File: config.mk
export PLATFORM = sky130hd
export DESIGN_NAME = uart_register_block_fifo_core
export DESIGN_NICKNAME = d
export VERILOG_FILES = /design/src/urbf_pkg.sv /design/src/urbf_front.sv /design/src/urbf_queue.sv /design/src/urbf_back.sv /design/src/uart_register_block_fifo_core.sv
export SDC_FILE = /design/constraint.sdc
export NUM_CORES = 1
export LEC_CHECK = 0
export ABC_AREA = 1
export BUFFER_PORTS_ARGS = -buffer_cell sky130_fd_sc_hd__buf_2
export CORE_UTILIZATION = 60
export CTS_BUF_LIST = sky130_fd_sc_hd__clkbuf_8
export DETAILED_ROUTE_END_ITERATION = 10
export GPL_TIMING_DRIVEN = 0
export PLACE_DENSITY_LB_ADDON = 0.05
export SLEW_MARGIN = 20
export SYNTH_ARGS = -nofsm -noshare
export SYNTH_HDL_FRONTEND = slang
export SYNTH_SLANG_ARGS = --single-unit
File: constraint.sdc
create_clock -name clock -period 5.9 [get_ports clock]
set_input_delay 0.59 -clock clock [delete_from_list [all_inputs] [get_ports clock]]
set_output_delay 0.59 -clock clock [all_outputs]
set_load 0.01 [all_outputs]
File: src/urbf_pkg.sv
package urbf_pkg;

   localparam int FIFO_DEPTH_DEFAULT = 16;
   localparam int QUEUE_DEPTH = 2;

   localparam int OP_W   = 2;
   localparam int REG_W  = 5;
   localparam int DATA_W = 16;
   localparam int BYTE_W = 8;
   localparam int MASK_W = 11;
   localparam int FBRD_W = 6;
   localparam int LCR_W  = 8;

   localparam logic [OP_W-1:0] OP_BUS_READ  = 2'd0;
   localparam logic [OP_W-1:0] OP_BUS_WRITE = 2'd1;
   localparam logic [OP_W-1:0] OP_LINE_BYTE = 2'd2;
   localparam logic [OP_W-1:0] OP_TX_SLOT   = 2'd3;

   localparam logic [REG_W-1:0] REG_DR   = 5'd0;
   localparam logic [REG_W-1:0] REG_RSR  = 5'd1;
   localparam logic [REG_W-1:0] REG_FR   = 5'd6;
   localparam logic [REG_W-1:0] REG_IBRD = 5'd9;
   localparam logic [REG_W-1:0] REG_FBRD = 5'd10;
   localparam logic [REG_W-1:0] REG_LCR  = 5'd11;
   localparam logic [REG_W-1:0] REG_CR   = 5'd12;
   localparam logic [REG_W-1:0] REG_IMSC = 5'd14;
   localparam logic [REG_W-1:0] REG_RIS  = 5'd15;
   localparam logic [REG_W-1:0] REG_MIS  = 5'd16;
   localparam logic [REG_W-1:0] REG_ICR  = 5'd17;

   localparam logic [DATA_W-1:0] CR_RESET = 16'h0300;

   localparam int LCR_FEN_BIT = 4;
   localparam int CR_EN_BIT   = 0;
   localparam int CR_TXE_BIT  = 8;
   localparam int CR_RXE_BIT  = 9;
   localparam int RIS_RX_BIT  = 4;
   localparam int RIS_TX_BIT  = 5;
   localparam int RIS_OE_BIT  = 10;
   localparam int RSR_OE_BIT  = 3;

   typedef enum logic [2:0] {
      CMD_RD_DR,
      CMD_RD_REG,
      CMD_WR_DR,
      CMD_WR_REG,
      CMD_RX_BYTE,
      CMD_TX_SLOT
   } urbf_cmd_kind_type;

   typedef struct packed {
      logic [OP_W-1:0]   operation;
      logic [REG_W-1:0]  reg_index;
      logic [DATA_W-1:0] write_data;
      logic [BYTE_W-1:0] line_byte;
   } urbf_req_type;

   typedef struct packed {
      logic [DATA_W-1:0] read_data;
      logic              tx_valid;
      logic [BYTE_W-1:0] tx_byte;
      logic              irq;
   } urbf_rsp_type;

   typedef struct packed {
      urbf_cmd_kind_type kind;
      logic [REG_W-1:0]  reg_index;
      logic [DATA_W-1:0] data;
   } urbf_cmd_type;

endpackage

File: src/urbf_front.sv
module urbf_front (
   input  logic                  req_valid,
   output logic                  req_ready,
   input  urbf_pkg::urbf_req_type req_payload,
   output logic                  push_valid,
   input  logic                  push_ready,
   output urbf_pkg::urbf_cmd_type push_cmd
);

   always_comb begin
      push_valid         = req_valid;
      req_ready          = push_ready;
      push_cmd.reg_index = req_payload.reg_index;
      push_cmd.data      = req_payload.write_data;
      push_cmd.kind      = urbf_pkg::CMD_TX_SLOT;
      unique case (req_payload.operation)
         urbf_pkg::OP_BUS_READ: begin
            push_cmd.kind = (req_payload.reg_index == urbf_pkg::REG_DR) ?
                            urbf_pkg::CMD_RD_DR : urbf_pkg::CMD_RD_REG;
         end
         urbf_pkg::OP_BUS_WRITE: begin
            push_cmd.kind = (req_payload.reg_index == urbf_pkg::REG_DR) ?
                            urbf_pkg::CMD_WR_DR : urbf_pkg::CMD_WR_REG;
         end
         urbf_pkg::OP_LINE_BYTE: begin
            push_cmd.kind = urbf_pkg::CMD_RX_BYTE;
            // The received byte travels in the low half of the data field.
            push_cmd.data = {{(urbf_pkg::DATA_W - urbf_pkg::BYTE_W){1'b0}},
                             req_payload.line_byte};
         end
         urbf_pkg::OP_TX_SLOT: begin
            push_cmd.kind = urbf_pkg::CMD_TX_SLOT;
         end
         default: begin
            push_cmd.kind = urbf_pkg::CMD_TX_SLOT;
         end
      endcase
   end

endmodule

File: src/urbf_queue.sv
module urbf_queue (
   input  logic                   clock,
   input  logic                   reset,
   input  logic                   push_valid,
   output logic                   push_ready,
   input  urbf_pkg::urbf_cmd_type push_cmd,
   output logic                   pop_valid,
   input  logic                   pop_ready,
   output urbf_pkg::urbf_cmd_type pop_cmd
);

   localparam int QPW = $clog2(urbf_pkg::QUEUE_DEPTH);
   localparam int QCW = $clog2(urbf_pkg::QUEUE_DEPTH + 1);
   localparam logic [QPW-1:0] LAST_PTR = QPW'(urbf_pkg::QUEUE_DEPTH - 1);
   localparam logic [QCW-1:0] FULL_CNT = QCW'(urbf_pkg::QUEUE_DEPTH);

   urbf_pkg::urbf_cmd_type entry_ff [urbf_pkg::QUEUE_DEPTH];
   logic [QPW-1:0] wr_ptr_ff, wr_ptr_in;
   logic [QPW-1:0] rd_ptr_ff, rd_ptr_in;
   logic [QCW-1:0] count_ff, count_in;
   logic           do_push, do_pop;

   always_comb begin
      push_ready = (count_ff != FULL_CNT);
      pop_valid  = (count_ff != '0);
      pop_cmd    = entry_ff[rd_ptr_ff];
      do_push    = push_valid && push_ready;
      do_pop     = pop_valid && pop_ready;
      wr_ptr_in  = wr_ptr_ff;
      rd_ptr_in  = rd_ptr_ff;
      count_in   = count_ff;
      if (do_push) begin
         wr_ptr_in = (wr_ptr_ff == LAST_PTR) ? '0 : wr_ptr_ff + 1'b1;
      end
      if (do_pop) begin
         rd_ptr_in = (rd_ptr_ff == LAST_PTR) ? '0 : rd_ptr_ff + 1'b1;
      end
      if (do_push && !do_pop) begin
         count_in = count_ff + 1'b1;
      end else if (do_pop && !do_push) begin
         count_in = count_ff - 1'b1;
      end
   end

   always_ff @(posedge clock) begin
      if (reset) begin
         wr_ptr_ff <= '0;
         rd_ptr_ff <= '0;
         count_ff  <= '0;
      end else begin
         wr_ptr_ff <= wr_ptr_in;
         rd_ptr_ff <= rd_ptr_in;
         count_ff  <= count_in;
      end
   end

   always_ff @(posedge clock) begin
      if (do_push) begin
         entry_ff[wr_ptr_ff] <= push_cmd;
      end
   end

endmodule

File: src/urbf_back.sv
module urbf_back #(
   parameter int FIFO_DEPTH = urbf_pkg::FIFO_DEPTH_DEFAULT
) (
   input  logic                   clock,
   input  logic                   reset,
   input  logic                   cmd_valid,
   output logic                   cmd_ready,
   input  urbf_pkg::urbf_cmd_type cmd,
   output logic                   rsp_valid,
   input  logic                   rsp_ready,
   output urbf_pkg::urbf_rsp_type rsp_payload
);

   localparam int PW = $clog2(FIFO_DEPTH);
   localparam int CW = $clog2(FIFO_DEPTH + 1);
   localparam logic [PW-1:0] LAST_PTR = PW'(FIFO_DEPTH - 1);
   localparam logic [CW-1:0] FULL_CNT = CW'(FIFO_DEPTH);
   localparam logic [CW-1:0] ONE_CNT  = CW'(1);

   localparam int DW = urbf_pkg::DATA_W;
   localparam int BW = urbf_pkg::BYTE_W;
   localparam int MW = urbf_pkg::MASK_W;

   function automatic logic [PW-1:0] ptr_next(input logic [PW-1:0] p);
      return (p == LAST_PTR) ? '0 : p + 1'b1;
   endfunction

   logic [BW-1:0] tx_mem [FIFO_DEPTH];
   logic [BW-1:0] rx_mem [FIFO_DEPTH];

   logic [PW-1:0] tx_head_ff, tx_head_in, tx_tail_ff, tx_tail_in;
   logic [PW-1:0] rx_head_ff, rx_head_in, rx_tail_ff, rx_tail_in;
   logic [CW-1:0] tx_count_ff, tx_count_in, rx_count_ff, rx_count_in;

   logic [DW-1:0]                  ctrl_ff, ctrl_in;
   logic [urbf_pkg::LCR_W-1:0]     lcr_ff, lcr_in;
   logic [DW-1:0]                  ibrd_ff, ibrd_in;
   logic [urbf_pkg::FBRD_W-1:0]    fbrd_ff, fbrd_in;
   logic [MW-1:0]                  imsc_ff, imsc_in;
   logic [MW-1:0]                  ris_ff, ris_in;
   logic                           ovr_ff, ovr_in;

   logic          rsp_valid_ff, rsp_valid_in;
   logic [DW-1:0] rd_ff, rd_in;
   logic          pop_rx_ff, pop_tx_ff;
   logic          irq_ff, irq_in;
   logic [BW-1:0] rx_q_ff, tx_q_ff;

   logic          exec;
   logic          rx_push, rx_pop, tx_push, tx_pop;
   logic [CW-1:0] depth;
   logic          rx_room, tx_room, rx_enabled, tx_enabled;
   logic [DW-1:0] reg_value;
   logic [MW-1:0] mis;

   always_comb begin
      cmd_ready  = !rsp_valid_ff || rsp_ready;
      exec       = cmd_valid && cmd_ready;
      depth      = lcr_ff[urbf_pkg::LCR_FEN_BIT] ? FULL_CNT : ONE_CNT;
      rx_room    = rx_count_ff < depth;
      tx_room    = tx_count_ff < depth;
      rx_enabled = ctrl_ff[urbf_pkg::CR_EN_BIT] && ctrl_ff[urbf_pkg::CR_RXE_BIT];
      tx_enabled = ctrl_ff[urbf_pkg::CR_EN_BIT] && ctrl_ff[urbf_pkg::CR_TXE_BIT];
      mis        = ris_ff & imsc_ff;

      reg_value = '0;
      unique case (cmd.reg_index)
         urbf_pkg::REG_RSR: begin
            reg_value[urbf_pkg::RSR_OE_BIT] = ovr_ff;
         end
         urbf_pkg::REG_FR: begin
            reg_value[7] = (tx_count_ff == '0);
            reg_value[6] = !rx_room;
            reg_value[5] = !tx_room;
            reg_value[4] = (rx_count_ff == '0);
         end
         urbf_pkg::REG_IBRD: reg_value = ibrd_ff;
         urbf_pkg::REG_FBRD: reg_value = {{(DW - urbf_pkg::FBRD_W){1'b0}}, fbrd_ff};
         urbf_pkg::REG_LCR:  reg_value = {{(DW - urbf_pkg::LCR_W){1'b0}}, lcr_ff};
         urbf_pkg::REG_CR:   reg_value = ctrl_ff;
         urbf_pkg::REG_IMSC: reg_value = {{(DW - MW){1'b0}}, imsc_ff};
         urbf_pkg::REG_RIS:  reg_value = {{(DW - MW){1'b0}}, ris_ff};
         urbf_pkg::REG_MIS:  reg_value = {{(DW - MW){1'b0}}, mis};
         default:            reg_value = '0;
      endcase

      ctrl_in = ctrl_ff;
      lcr_in  = lcr_ff;
      ibrd_in = ibrd_ff;
      fbrd_in = fbrd_ff;
      imsc_in = imsc_ff;
      ris_in  = ris_ff;
      ovr_in  = ovr_ff;
      rd_in   = '0;
      rx_push = 1'b0;
      rx_pop  = 1'b0;
      tx_push = 1'b0;
      tx_pop  = 1'b0;

      if (exec) begin
         unique case (cmd.kind)
            urbf_pkg::CMD_RD_DR: begin
               rx_pop = (rx_count_ff != '0);
            end
            urbf_pkg::CMD_RD_REG: begin
               rd_in = reg_value;
            end
            urbf_pkg::CMD_WR_DR: begin
               tx_push = tx_room;
            end
            urbf_pkg::CMD_WR_REG: begin
               unique case (cmd.reg_index)
                  urbf_pkg::REG_RSR:  ovr_in  = 1'b0;
                  urbf_pkg::REG_IBRD: ibrd_in = cmd.data;
                  urbf_pkg::REG_FBRD: fbrd_in = cmd.data[urbf_pkg::FBRD_W-1:0];
                  urbf_pkg::REG_LCR:  lcr_in  = cmd.data[urbf_pkg::LCR_W-1:0];
                  urbf_pkg::REG_CR:   ctrl_in = cmd.data;
                  urbf_pkg::REG_IMSC: imsc_in = cmd.data[MW-1:0];
                  urbf_pkg::REG_ICR:  ris_in  = ris_ff & ~cmd.data[MW-1:0];
                  default: ;
               endcase
            end
            urbf_pkg::CMD_RX_BYTE: begin
               if (rx_enabled) begin
                  if (rx_room) begin
                     rx_push = 1'b1;
                     ris_in[urbf_pkg::RIS_RX_BIT] = 1'b1;
                  end else begin
                     ovr_in = 1'b1;
                     ris_in[urbf_pkg::RIS_OE_BIT] = 1'b1;
                  end
               end
            end
            urbf_pkg::CMD_TX_SLOT: begin
               if (tx_enabled && (tx_count_ff != '0)) begin
                  tx_pop = 1'b1;
                  // The transmit interrupt fires when the last byte leaves.
                  if (tx_count_ff == ONE_CNT) begin
                     ris_in[urbf_pkg::RIS_TX_BIT] = 1'b1;
                  end
               end
            end
            default: ;
         endcase
      end

      rx_head_in  = rx_pop  ? ptr_next(rx_head_ff) : rx_head_ff;
      rx_tail_in  = rx_push ? ptr_next(rx_tail_ff) : rx_tail_ff;
      tx_head_in  = tx_pop  ? ptr_next(tx_head_ff) : tx_head_ff;
      tx_tail_in  = tx_push ? ptr_next(tx_tail_ff) : tx_tail_ff;
      rx_count_in = rx_push ? rx_count_ff + ONE_CNT :
                    rx_pop  ? rx_count_ff - ONE_CNT : rx_count_ff;
      tx_count_in = tx_push ? tx_count_ff + ONE_CNT :
                    tx_pop  ? tx_count_ff - ONE_CNT : tx_count_ff;

      irq_in       = |(ris_in & imsc_in);
      rsp_valid_in = exec ? 1'b1 : (rsp_ready ? 1'b0 : rsp_valid_ff);
   end

   always_ff @(posedge clock) begin
      if (reset) begin
         tx_head_ff   <= '0;
         tx_tail_ff   <= '0;
         tx_count_ff  <= '0;
         rx_head_ff   <= '0;
         rx_tail_ff   <= '0;
         rx_count_ff  <= '0;
         ctrl_ff      <= urbf_pkg::CR_RESET;
         lcr_ff       <= '0;
         ibrd_ff      <= '0;
         fbrd_ff      <= '0;
         imsc_ff      <= '0;
         ris_ff       <= '0;
         ovr_ff       <= 1'b0;
         rsp_valid_ff <= 1'b0;
      end else begin
         tx_head_ff   <= tx_head_in;
         tx_tail_ff   <= tx_tail_in;
         tx_count_ff  <= tx_count_in;
         rx_head_ff   <= rx_head_in;
         rx_tail_ff   <= rx_tail_in;
         rx_count_ff  <= rx_count_in;
         ctrl_ff      <= ctrl_in;
         lcr_ff       <= lcr_in;
         ibrd_ff      <= ibrd_in;
         fbrd_ff      <= fbrd_in;
         imsc_ff      <= imsc_in;
         ris_ff       <= ris_in;
         ovr_ff       <= ovr_in;
         rsp_valid_ff <= rsp_valid_in;
      end
   end

   // Result payload is only loaded when a request is carried out, so it holds
   // steady while the consumer stalls.
   always_ff @(posedge clock) begin
      if (exec) begin
         rd_ff     <= rd_in;
         pop_rx_ff <= rx_pop;
         pop_tx_ff <= tx_pop;
         irq_ff    <= irq_in;
      end
   end

   // A push and a pop never share a cycle, so a pop never reads the slot
   // being written.
   always_ff @(posedge clock) begin
      if (rx_push) begin
         rx_mem[rx_tail_ff] <= cmd.data[BW-1:0];
      end
      if (rx_pop) begin
         rx_q_ff <= rx_mem[rx_head_ff];
      end
   end

   always_ff @(posedge clock) begin
      if (tx_push) begin
         tx_mem[tx_tail_ff] <= cmd.data[BW-1:0];
      end
      if (tx_pop) begin
         tx_q_ff <= tx_mem[tx_head_ff];
      end
   end

   always_comb begin
      rsp_valid             = rsp_valid_ff;
      rsp_payload.read_data = pop_rx_ff ? {{(DW - BW){1'b0}}, rx_q_ff} : rd_ff;
      rsp_payload.tx_valid  = pop_tx_ff;
      rsp_payload.tx_byte   = pop_tx_ff ? tx_q_ff : '0;
      rsp_payload.irq       = irq_ff;
   end

endmodule

File: src/uart_register_block_fifo_core.sv
// Channel | Direction | Handshake           | Payload
// req     | in        | req_valid/req_ready | urbf_req_type: operation, index, data, byte
// rsp     | out       | rsp_valid/rsp_ready | urbf_rsp_type: read data, tx byte, irq
//
// One request per cycle is taken and one result per cycle is given while rsp_ready stays high.
// A request's result passes through the two-entry command queue and then the
// execute unit's output register before it can be taken.
// The execute unit updates all state once per cycle, which sets that rate.
// Reset is synchronous and clears pointers, counts and registers; the FIFO
// stores are not cleared. A stalled result holds, the queue absorbs two
// further requests, and then req_ready falls.
module uart_register_block_fifo_core #(
   parameter int FIFO_DEPTH = urbf_pkg::FIFO_DEPTH_DEFAULT
) (
   input  logic                   clock,
   input  logic                   reset,
   input  logic                   req_valid,
   output logic                   req_ready,
   input  urbf_pkg::urbf_req_type req_payload,
   output logic                   rsp_valid,
   input  logic                   rsp_ready,
   output urbf_pkg::urbf_rsp_type rsp_payload
);

   logic                   push_valid, push_ready;
   urbf_pkg::urbf_cmd_type push_cmd;
   logic                   pop_valid, pop_ready;
   urbf_pkg::urbf_cmd_type pop_cmd;

   urbf_front u_front (
      .req_valid   (req_valid),
      .req_ready   (req_ready),
      .req_payload (req_payload),
      .push_valid  (push_valid),
      .push_ready  (push_ready),
      .push_cmd    (push_cmd)
   );

   urbf_queue u_queue (
      .clock      (clock),
      .reset      (reset),
      .push_valid (push_valid),
      .push_ready (push_ready),
      .push_cmd   (push_cmd),
      .pop_valid  (pop_valid),
      .pop_ready  (pop_ready),
      .pop_cmd    (pop_cmd)
   );

   urbf_back #(
      .FIFO_DEPTH (FIFO_DEPTH)
   ) u_back (
      .clock       (clock),
      .reset       (reset),
      .cmd_valid   (pop_valid),
      .cmd_ready   (pop_ready),
      .cmd         (pop_cmd),
      .rsp_valid   (rsp_valid),
      .rsp_ready   (rsp_ready),
      .rsp_payload (rsp_payload)
   );

endmodule

==> results of run 1 <==
## flip-flops by register name (all words and copies together), names as in the netlist, 6 cells and up, named ones only
name and count:
u_back.rx_q_ff 8, u_queue.entry_ff 48, u_back.rx_mem 128, u_back.tx_mem 128, u_back.ctrl_ff 16, u_back.lcr_ff 8
u_back.tx_q_ff 8, u_back.rd_ff 16, u_back.ibrd_ff 16, u_back.ris_ff 11, u_back.fbrd_ff 6, u_back.imsc_ff 11
## area by class of cell
type,instances,area (um2)
well taps,396,495
plain buffers,79,384
inverters,147,557
fillers,2368,9670
clock inverters,44,206
repair buffers,66,405
clock buffers,81,1110
multi-input cells,1080,5550
flip-flops and latches,440,12200
## stage by stage
step | std cells | setup WS [ns]
finish | 2333 | 2.87
global route | 2333 | 2.61
CTS | 2333 | 2.87
detailed placement | 2208 | 2.52
global placement | 2204 | 2.64
floorplan | 1746 | 3.26
## kinds of logic (layout without fill, tap and decap cells)
group,count (synthesis),in the layout,share of synthesized area
and+or+nand+nor,681,681,0.152
DFF,440,440,0.654
AOI/OAI and AO/OA,341,341,0.109
buffers and inverters,226,417,0.0504
muxes,33,33,0.0182
adders and majority gates,21,21,0.0145
xor gates and xnor gates,4,4,0.00188
## synth_stat cells, drive strengths merged, types with 20 or more instances
cell type / instances / share of area
buf: 26 / 0.0099
o32ai: 39 / 0.018
o21ai: 152 / 0.042
clkbuf: 53 / 0.011
ha: 20 / 0.013
a21oi: 89 / 0.024
nor2: 279 / 0.061
mux2i: 25 / 0.013
dfxtp: 101 / 0.11
inv: 145 / 0.029
nand3: 73 / 0.021
edfxtp: 339 / 0.55
o221ai: 26 / 0.012
nand2: 313 / 0.066
## power by group through the flow
| stage | Sequential, mW | Combinational (mW) | Clock (mW) |
|---|---|---|---|
| floorplan | 3.83 | 0.734 | 0 |
| global placement | 3.87 | 1.19 | 0 |
| detailed placement | 3.85 | 1.29 | 0 |
| CTS | 3.78 | 1.29 | 2.48 |
| global route | 3.79 | 1.40 | 2.62 |
| finish | 3.78 | 1.30 | 2.46 |
## worst register-to-register path, stage by stage, from the launching register on
cell	delay (ns)
dfxtp_1	0.33
inv_2	0.06
nand2_1	0.06
nand2_1	0.19
inv_2	0.54
nand3_1	0.28
buf_2	0.29
fa_1	0.48
nand2_1	0.09
nand2_1	0.05
a21oi_1	0.18
nand2_1	0.11
nand3_1	0.13
nand2_1	0.06
nor2_1	0.11
## routing by layer
metal | GRT usage | share of wire | vias up
met1 | 0.404 | 0.42 | 6480
met4 | 0.126 | 0.036 | 0
met2 | 0.463 | 0.46 | 624
li1 | - | - | 6351
met3 | 0.0535 | 0.086 | 108
met5 | 0.00641 | 0 | -
## path summary, 6_finish.rpt
check,slack [ns],cells after the start,to
max,2.87,14,u_back.rx_count_ff[4]
min,0.22,1,u_queue.entry_ff[0][16]
max reg2reg,2.87,14,u_back.rx_count_ff[4]
min reg2reg,0.44,1,flip-flop
==> results.cfg, run 1 <==
[floorplan]
die_area_um2 = 31800
die_x_um = 178
core-area_um2 = 30600
start_util = 0.610
row_count = 64
boundaryPins = 63
die_h_um = 178

[place]
gp_congestion = 0.902
io_buffers = 62
hpwl_um = 30000
placed_area_um2 = 19600

[cts]
postCtsResizedCells = 0
cts.sinks = 440
cts_setup_buffers = 0
root_buffer = clkbuf_8
clkLatencyLatePin_ns = 0.60
cts_hold_buf = 0
cts_buffers = 69
cts_tree = yes
clk_pin_slew_ns = 0.06
h-tree-depth = 3
clk_path_buf_depth = 3

[final_layout]
n_antenna_cell = 0
fin_nets = 1939
layout-drive-gt1-share = 0.124
final_common_cell = edfxtp_1
postLayoutCellArea_um2 = 20900
area_growth_pct = 12.1
final_cell_mix = edfxtp_1 (339), nand2_1 (292), nor2_1 (264)
final_util = 0.684

[power_and_ir_drop]
p_per_area_nw_per_um2 = 360
p_leak_nw = 7.71
ir_drop_v = 0.000269
combPwrFrac = 0.172
p_seq_frac = 0.502
switchingPower_mw = 2.19
p_sw_frac = 0.291
total_power_mw = 7.54
power_frac_clock = 0.326
p_int_mw = 5.34

[synth]
postSynthAreaPerCell_um2 = 10.7
ys_seq_area_frac = 0.654
ys_async_sr_fraction = 0
synth-edff-count = 339
ys.flop_type = edfxtp_1
synth.distinct_cells = 46
synthCells = 1746
yosys_register_bits = 440
synthesis.nets = 1802
synth_area_um2 = 18700
yosysWarningCount = 0

[routing]
ant_nets = 0
drc = 0
avgViaCountPerCell = 5.81
first_pass_iters = 5
drt-initial-drc-count = 1420
wl_um = 45600
num_vias = 13600
wl_per_cell_um = 19.6

[sta]
setup-violations-final = 0
clock_skew_ns = 0.0346
holdWs_ns = 0.218
hold_viol_final = 0
worst_slew_pin_slew_ns = 0.996
fin_tns_setup_ns = 0
fmax_mhz = 330
rsz0062_at_grt = false
slew_violations = 0
fin_crit_sh = 0.513
slew_headroom = 0.334
layout_min_cycle_time_ns = 3.03

[worst_setup_path]
crit_buf_inv = 3
crit_start = u_queue.count_ff[0]
path_cells = inv_2 > nand2_1 > nand2_1 > inv_2 > nand3_1 > buf_2 > fa_1 > nand2_1 > nand2_1 > a21oi_1 > nand2_1 > nand3_1 > nand2_1 > nor2_1
end_kind = flip-flop
worst-setup-path-type = reg -> reg
path_max_fanout = 28
cp_common_cell = nand2_1
critical-path-top-delay-family = simple AND/OR/NAND/NOR gates
r2r-start = u_queue.count_ff[0]
start_kind = flip-flop
worstPathArrival_ns = 3.54
cp.required_ns = 6.41
slowest_stage = inv_2
slowest_delay_ns = 0.54

[worst_hold_path]
min_from = req_payload[24]
hold_class = in -> reg

[run_status]
status = complete, no violations

[global_route]
grt_usage = 0.295
first_global_vias = 12900
grt_pass1_wl_um = 70100
antenna_found_initial = 0
globalRouteOverflowTotal = 0
grt_max_degree = 37

[run]
cap_violations = 0
Note: power is estimated with default switching activity, not from simulation.
==> run 2, diff against run 1 <==
- clock period: 5.9 -> 3.11 ns (I/O delays scaled with it)
==> run 2 against run 1 <==
Compared with the run above:
- clock power is 89% higher
- core utilization is 0.25 points higher
- clock skew is 0.0012 ns higher
- die area stayed put
- register-to-register slack worse by 2.6 ns
- non-clock buffer count is 7 higher
- global-route usage is 0.20 points higher
- first-iteration DRC count is 0.56% lower
- wire length is 0.18% higher
- total power is 90% higher
- sequential power is 90% higher
- critical path type unchanged
- highest routed layer unchanged
==> results.cfg, run 2 (same netlist as run 1, synthesis figures left out) <==
[run_status]
status = complete, no violations

[floorplan]
die_x_um = 178
boundaryPins = 63
start_util = 0.610
die_area_um2 = 31800
core-area_um2 = 30600
die_h_um = 178
row_count = 64

[final_layout]
fin_nets = 1946
final_util = 0.686
postLayoutCellArea_um2 = 21000
finalNonFillerCells = 2340
largestRegisters = u_back.rx_mem: 128 flops, u_back.tx_mem: 128 flops, u_queue.entry_ff: 48 flops
n_antenna_cell = 0
layout-drive-gt1-share = 0.124
fill_cells = 2346
final_cell_mix = edfxtp_1 (339), nand2_1 (292), nor2_1 (264)
area_growth_pct = 12.5
final_common_cell = edfxtp_1

[place]
io_buffers = 62
hpwl_um = 30000
placed_area_um2 = 19600
gp_congestion = 0.902
dp_slack_ns = 0.00753
dp.cells = 2208

[routing]
wl_per_cell_um = 19.5
drc = 0
drt-initial-drc-count = 1412
wl_um = 45700
num_vias = 13600
avgViaCountPerCell = 5.80
ant_nets = 0
first_pass_iters = 6

[sta]
worst_slack_ns = 0.239
worst_slew_pin_slew_ns = 0.962
slew_violations = 0
fin_tns_setup_ns = 0
fin_crit_sh = 0.923
layout_min_cycle_time_ns = 2.87
holdWs_ns = 0.0281
fmax_mhz = 348
setup-violations-final = 0
slew_headroom = 0.356
clock_skew_ns = 0.0358
rsz0062_at_grt = false
hold_viol_final = 0

[cts]
cts.sinks = 440
root_buffer = clkbuf_8
cts_tree = yes
clk_pin_slew_ns = 0.06
clkLatencyLatePin_ns = 0.59
clk_path_buf_depth = 3
h-tree-depth = 3
cts_setup_buffers = 0
cts_buffers = 69

[power_and_ir_drop]
total_power_mw = 14.3
combPwrFrac = 0.173
p_leak_nw = 7.74
switchingPower_mw = 4.15
power_frac_clock = 0.325
p_seq_frac = 0.502
p_sw_frac = 0.290
ir_drop_v = 0.000564
p_int_mw = 10.1
p_per_area_nw_per_um2 = 681

[worst_hold_path]
hold_class = in -> reg

[global_route]
grt_usage = 0.297
antenna_found_initial = 0
first_global_vias = 13000
grt_pass1_wl_um = 70500
grt_max_degree = 37
globalRouteOverflowTotal = 0

[worst_setup_path]
end_kind = flip-flop
path_max_fanout = 13
worst-setup-path-type = reg -> reg
start_kind = flip-flop
cp.required_ns = 3.57
worstPathArrival_ns = 3.33

[run]
cap_violations = 0
## run 2: cell types whose count changed in the layout (fill, tap and decap cells not counted), sizes merged
| cell | before | now |
|---|---|---|
| dlygate4sd3 | 0 | 7 |
## run 2: worst paths after layout
path                     startpoint                      to  slack, ns  cells after the start
hold reg to reg   u_queue.rd_ptr_ff               flip-flop       0.44                      1
setup / recovery   u_back.lcr_ff[4]   u_back.rx_count_ff[4]       0.24                     16
setup reg to reg   u_back.lcr_ff[4]   u_back.rx_count_ff[4]       0.24                     16
hold / removal       req_payload[4]  u_queue.entry_ff[0][4]       0.03                      3
## run 2: power groups by stage
stage / registers [mW] / logic, mW / clock network [mW]
final: 7.18 / 2.47 / 4.65
after global routing: 7.20 / 2.67 / 4.97
after floorplan: 7.26 / 1.39 / 0
after global placement: 7.33 / 2.25 / 0
after detailed placement: 7.30 / 2.44 / 0
after CTS: 7.18 / 2.45 / 4.70
## run 2: area by class of cell
class / instances / area (um2) / share of cell area
Clock buffer: 81 / 1110 / 0.0531
Inverter: 147 / 559 / 0.0266
Clock inverter: 44 / 206 / 0.00984
Tap cell: 396 / 495 / 0.0236
Buffer: 79 / 387 / 0.0184
Timing Repair Buffer: 73 / 475 / 0.0227
Sequential cell: 440 / 12200 / 0.581
Multi-Input combinational cell: 1080 / 5550 / 0.264
## run 2: repair_timing
action	CTS	global route
resized for setup	0	4
endpoints found under the setup margin	0	63
hold buffers	7	0
hold endpoints to repair	13	0
## run 2: layer usage
| layer | track usage | wire, um | vias to the layer above |
|---|---|---|---|
| met3 | 0.0535 | 4010 | 108 |
| met1 | 0.404 | 19000 | 6452 |
| met5 | 0.00641 | 0 | - |
| li1 | - | - | 6378 |
| met2 | 0.470 | 21100 | 623 |
| met4 | 0.126 | 1630 | 0 |
## run 2: critical path, cell delays in order (launching register included)
cell	delay, ns
dfxtp_1	0.29
inv_1	0.22
ha_1	0.30
nand2_1	0.08
nand2_1	0.05
nor2_1	0.09
nand2_1	0.09
inv_1	0.06
nand3_1	0.16
buf_4	0.26
fa_1	0.46
nand2_1	0.09
nand2_1	0.05
a21oi_1	0.18
nand2_1	0.11
a21oi_1	0.20
nor2_1	0.06
==> run 3, diff against run 2 <==
- CORE_UTILIZATION: 60 -> 40
==> run 3 against run 2 <==
Compared with the run above:
- via count fell by 2.1%
- largest cell class unchanged
- wire length rose by 11%
- first-iteration DRC count down 32%
- core utilization fell by 21 points
==> results.cfg, run 3 (same netlist as run 1, synthesis figures left out) <==
[global_route]
grt_usage = 0.215
antenna_found_initial = 0
globalRouteOverflowTotal = 0
grt_max_degree = 36
first_global_vias = 12900
grt_pass1_wl_um = 76300

[power_and_ir_drop]
p_sw_frac = 0.298
total_power_mw = 14.8
combPwrFrac = 0.178
p_seq_frac = 0.485
p_leak_nw = 7.94
p_per_area_nw_per_um2 = 682
switchingPower_mw = 4.41
ir_drop_v = 0.000499
power_frac_clock = 0.337
p_int_mw = 10.4

[cts]
clk_pin_slew_ns = 0.06
clkLatencyLatePin_ns = 0.66
cts_tree = yes
root_buffer = clkbuf_8
clk_path_buf_depth = 3
cts.sinks = 440
h-tree-depth = 3
cts_buffers = 77
cts_setup_buffers = 0

[worst_setup_path]
worst-setup-path-type = reg -> reg
worstPathArrival_ns = 3.18
end_kind = flip-flop
start_kind = flip-flop
slowest_stage = nor2_1
cp.required_ns = 3.36
critical-path-top-delay-family = simple AND/OR/NAND/NOR gates
crit_buf_inv = 2
slowest_delay_ns = 0.74
path_max_fanout = 8
path_cells = inv_1 > nand2_1 > nand2_1 > nor3_1 > nand2_1 > inv_1 > nand2_1 > nor2_1
cp_common_cell = nand2_1

[sta]
slew_headroom = 0.337
fin_crit_sh = 0.941
hold_viol_final = 0
setup-violations-final = 0
fmax_mhz = 342
rsz0062_at_grt = false
slew_violations = 0
fin_tns_setup_ns = 0
worst_slew_pin_slew_ns = 0.994
holdWs_ns = 0.121
worst_slack_ns = 0.182
clock_skew_ns = 0.0319
layout_min_cycle_time_ns = 2.93

[routing]
num_vias = 13300
drc = 0
first_pass_iters = 5
avgViaCountPerCell = 5.12
drt-initial-drc-count = 966
ant_nets = 0
wl_per_cell_um = 19.5
wl_um = 50600

[floorplan]
core-area_um2 = 45700
start_util = 0.409
die_area_um2 = 47500
row_count = 78
boundaryPins = 63
die_x_um = 218
die_h_um = 218

[run]
cap_violations = 0

[final_layout]
final_cell_mix = edfxtp_1 (339), nand2_1 (292), nor2_1 (263)
layout-drive-gt1-share = 0.130
largestRegisters = u_back.rx_mem: 128 flops, u_back.tx_mem: 128 flops, u_queue.entry_ff: 48 flops
seqCellArea_um2 = 12200
fill_cells = 4313
final_common_cell = edfxtp_1
final_util = 0.475
multi_input_area_um2 = 5550
finalNonFillerCells = 2592
fin_nets = 1983
postLayoutCellArea_um2 = 21700
area_growth_pct = 16.3
n_antenna_cell = 0

[run_status]
status = complete, no violations

[place]
placed_area_um2 = 19900
dp_slack_ns = -0.0253
io_buffers = 62
dp.cells = 2416
gp_congestion = 0.844
hpwl_um = 34200

[worst_hold_path]
hold_class = in -> reg
[run 3: changes by cell type in the layout (fill, tap and decap cells not counted), sizes merged]
| cell | delta |
|---|---|
| buf | +4 |
| inv | -3 |
| clkbuf | +8 |
| clkinvlp | +2 |
| bufinv | -1 |
| clkinv | +13 |
| dlygate4sd3 | +25 |
[run 3: cell type report]
| cell class | instances | share of cell area |
|---|---|---|
| timing repair buffer | 102 | 0.0371 |
| sequential | 440 | 0.562 |
| clock inverter | 55 | 0.0106 |
| clock buffer | 89 | 0.0564 |
| tap | 600 | 0.0346 |
| multi-input combinational | 1080 | 0.256 |
| inverter | 147 | 0.0258 |
| buffer | 79 | 0.0177 |
[run 3: power groups by stage]
stage / Combinational [mW] / Clock [mW] / Sequential [mW]
floorplan: 1.39 / 0 / 7.26
global placement: 2.40 / 0 / 7.35
detailed placement: 2.64 / 0 / 7.30
CTS: 2.68 / 5.12 / 7.18
global route: 2.87 / 5.37 / 7.19
finish: 2.64 / 4.99 / 7.17
[run 3: layer usage]
metal	share of wire	wire length, um	global-route usage
met1	0.46	23300	0.294
met2	0.47	23500	0.342
met3	0.051	2580	0.0363
met4	0.024	1200	0.0804
met5	0	0	0
[run 3: path summary, 6_finish.rpt]
kind                             from             endpoint  slack (ns)  depth (start not counted)
setup reg to reg  u_queue.count_ff[1]  u_back.tx_mem[8][6]        0.18                          8
hold reg to reg      u_back.lcr_ff[2]     u_back.lcr_ff[2]        0.45                          2
setup / recovery  u_queue.count_ff[1]  u_back.tx_mem[8][6]        0.18                          8
hold / removal              req_valid    u_queue.wr_ptr_ff        0.12                          4
[run 3: what timing repair did]
action	in CTS	in global routing
endpoints found under the hold margin	49	0
hold buffers	32	0
resized for setup	1	2
endpoints found under the setup margin	8	107
pin swaps	0	0
[run 3: worst min-delay path, cell delays in order]
cell,delay (ns)
buf_2,0.09
nand2_1,0.18
nor2_4,0.06
nor2_1,0.08
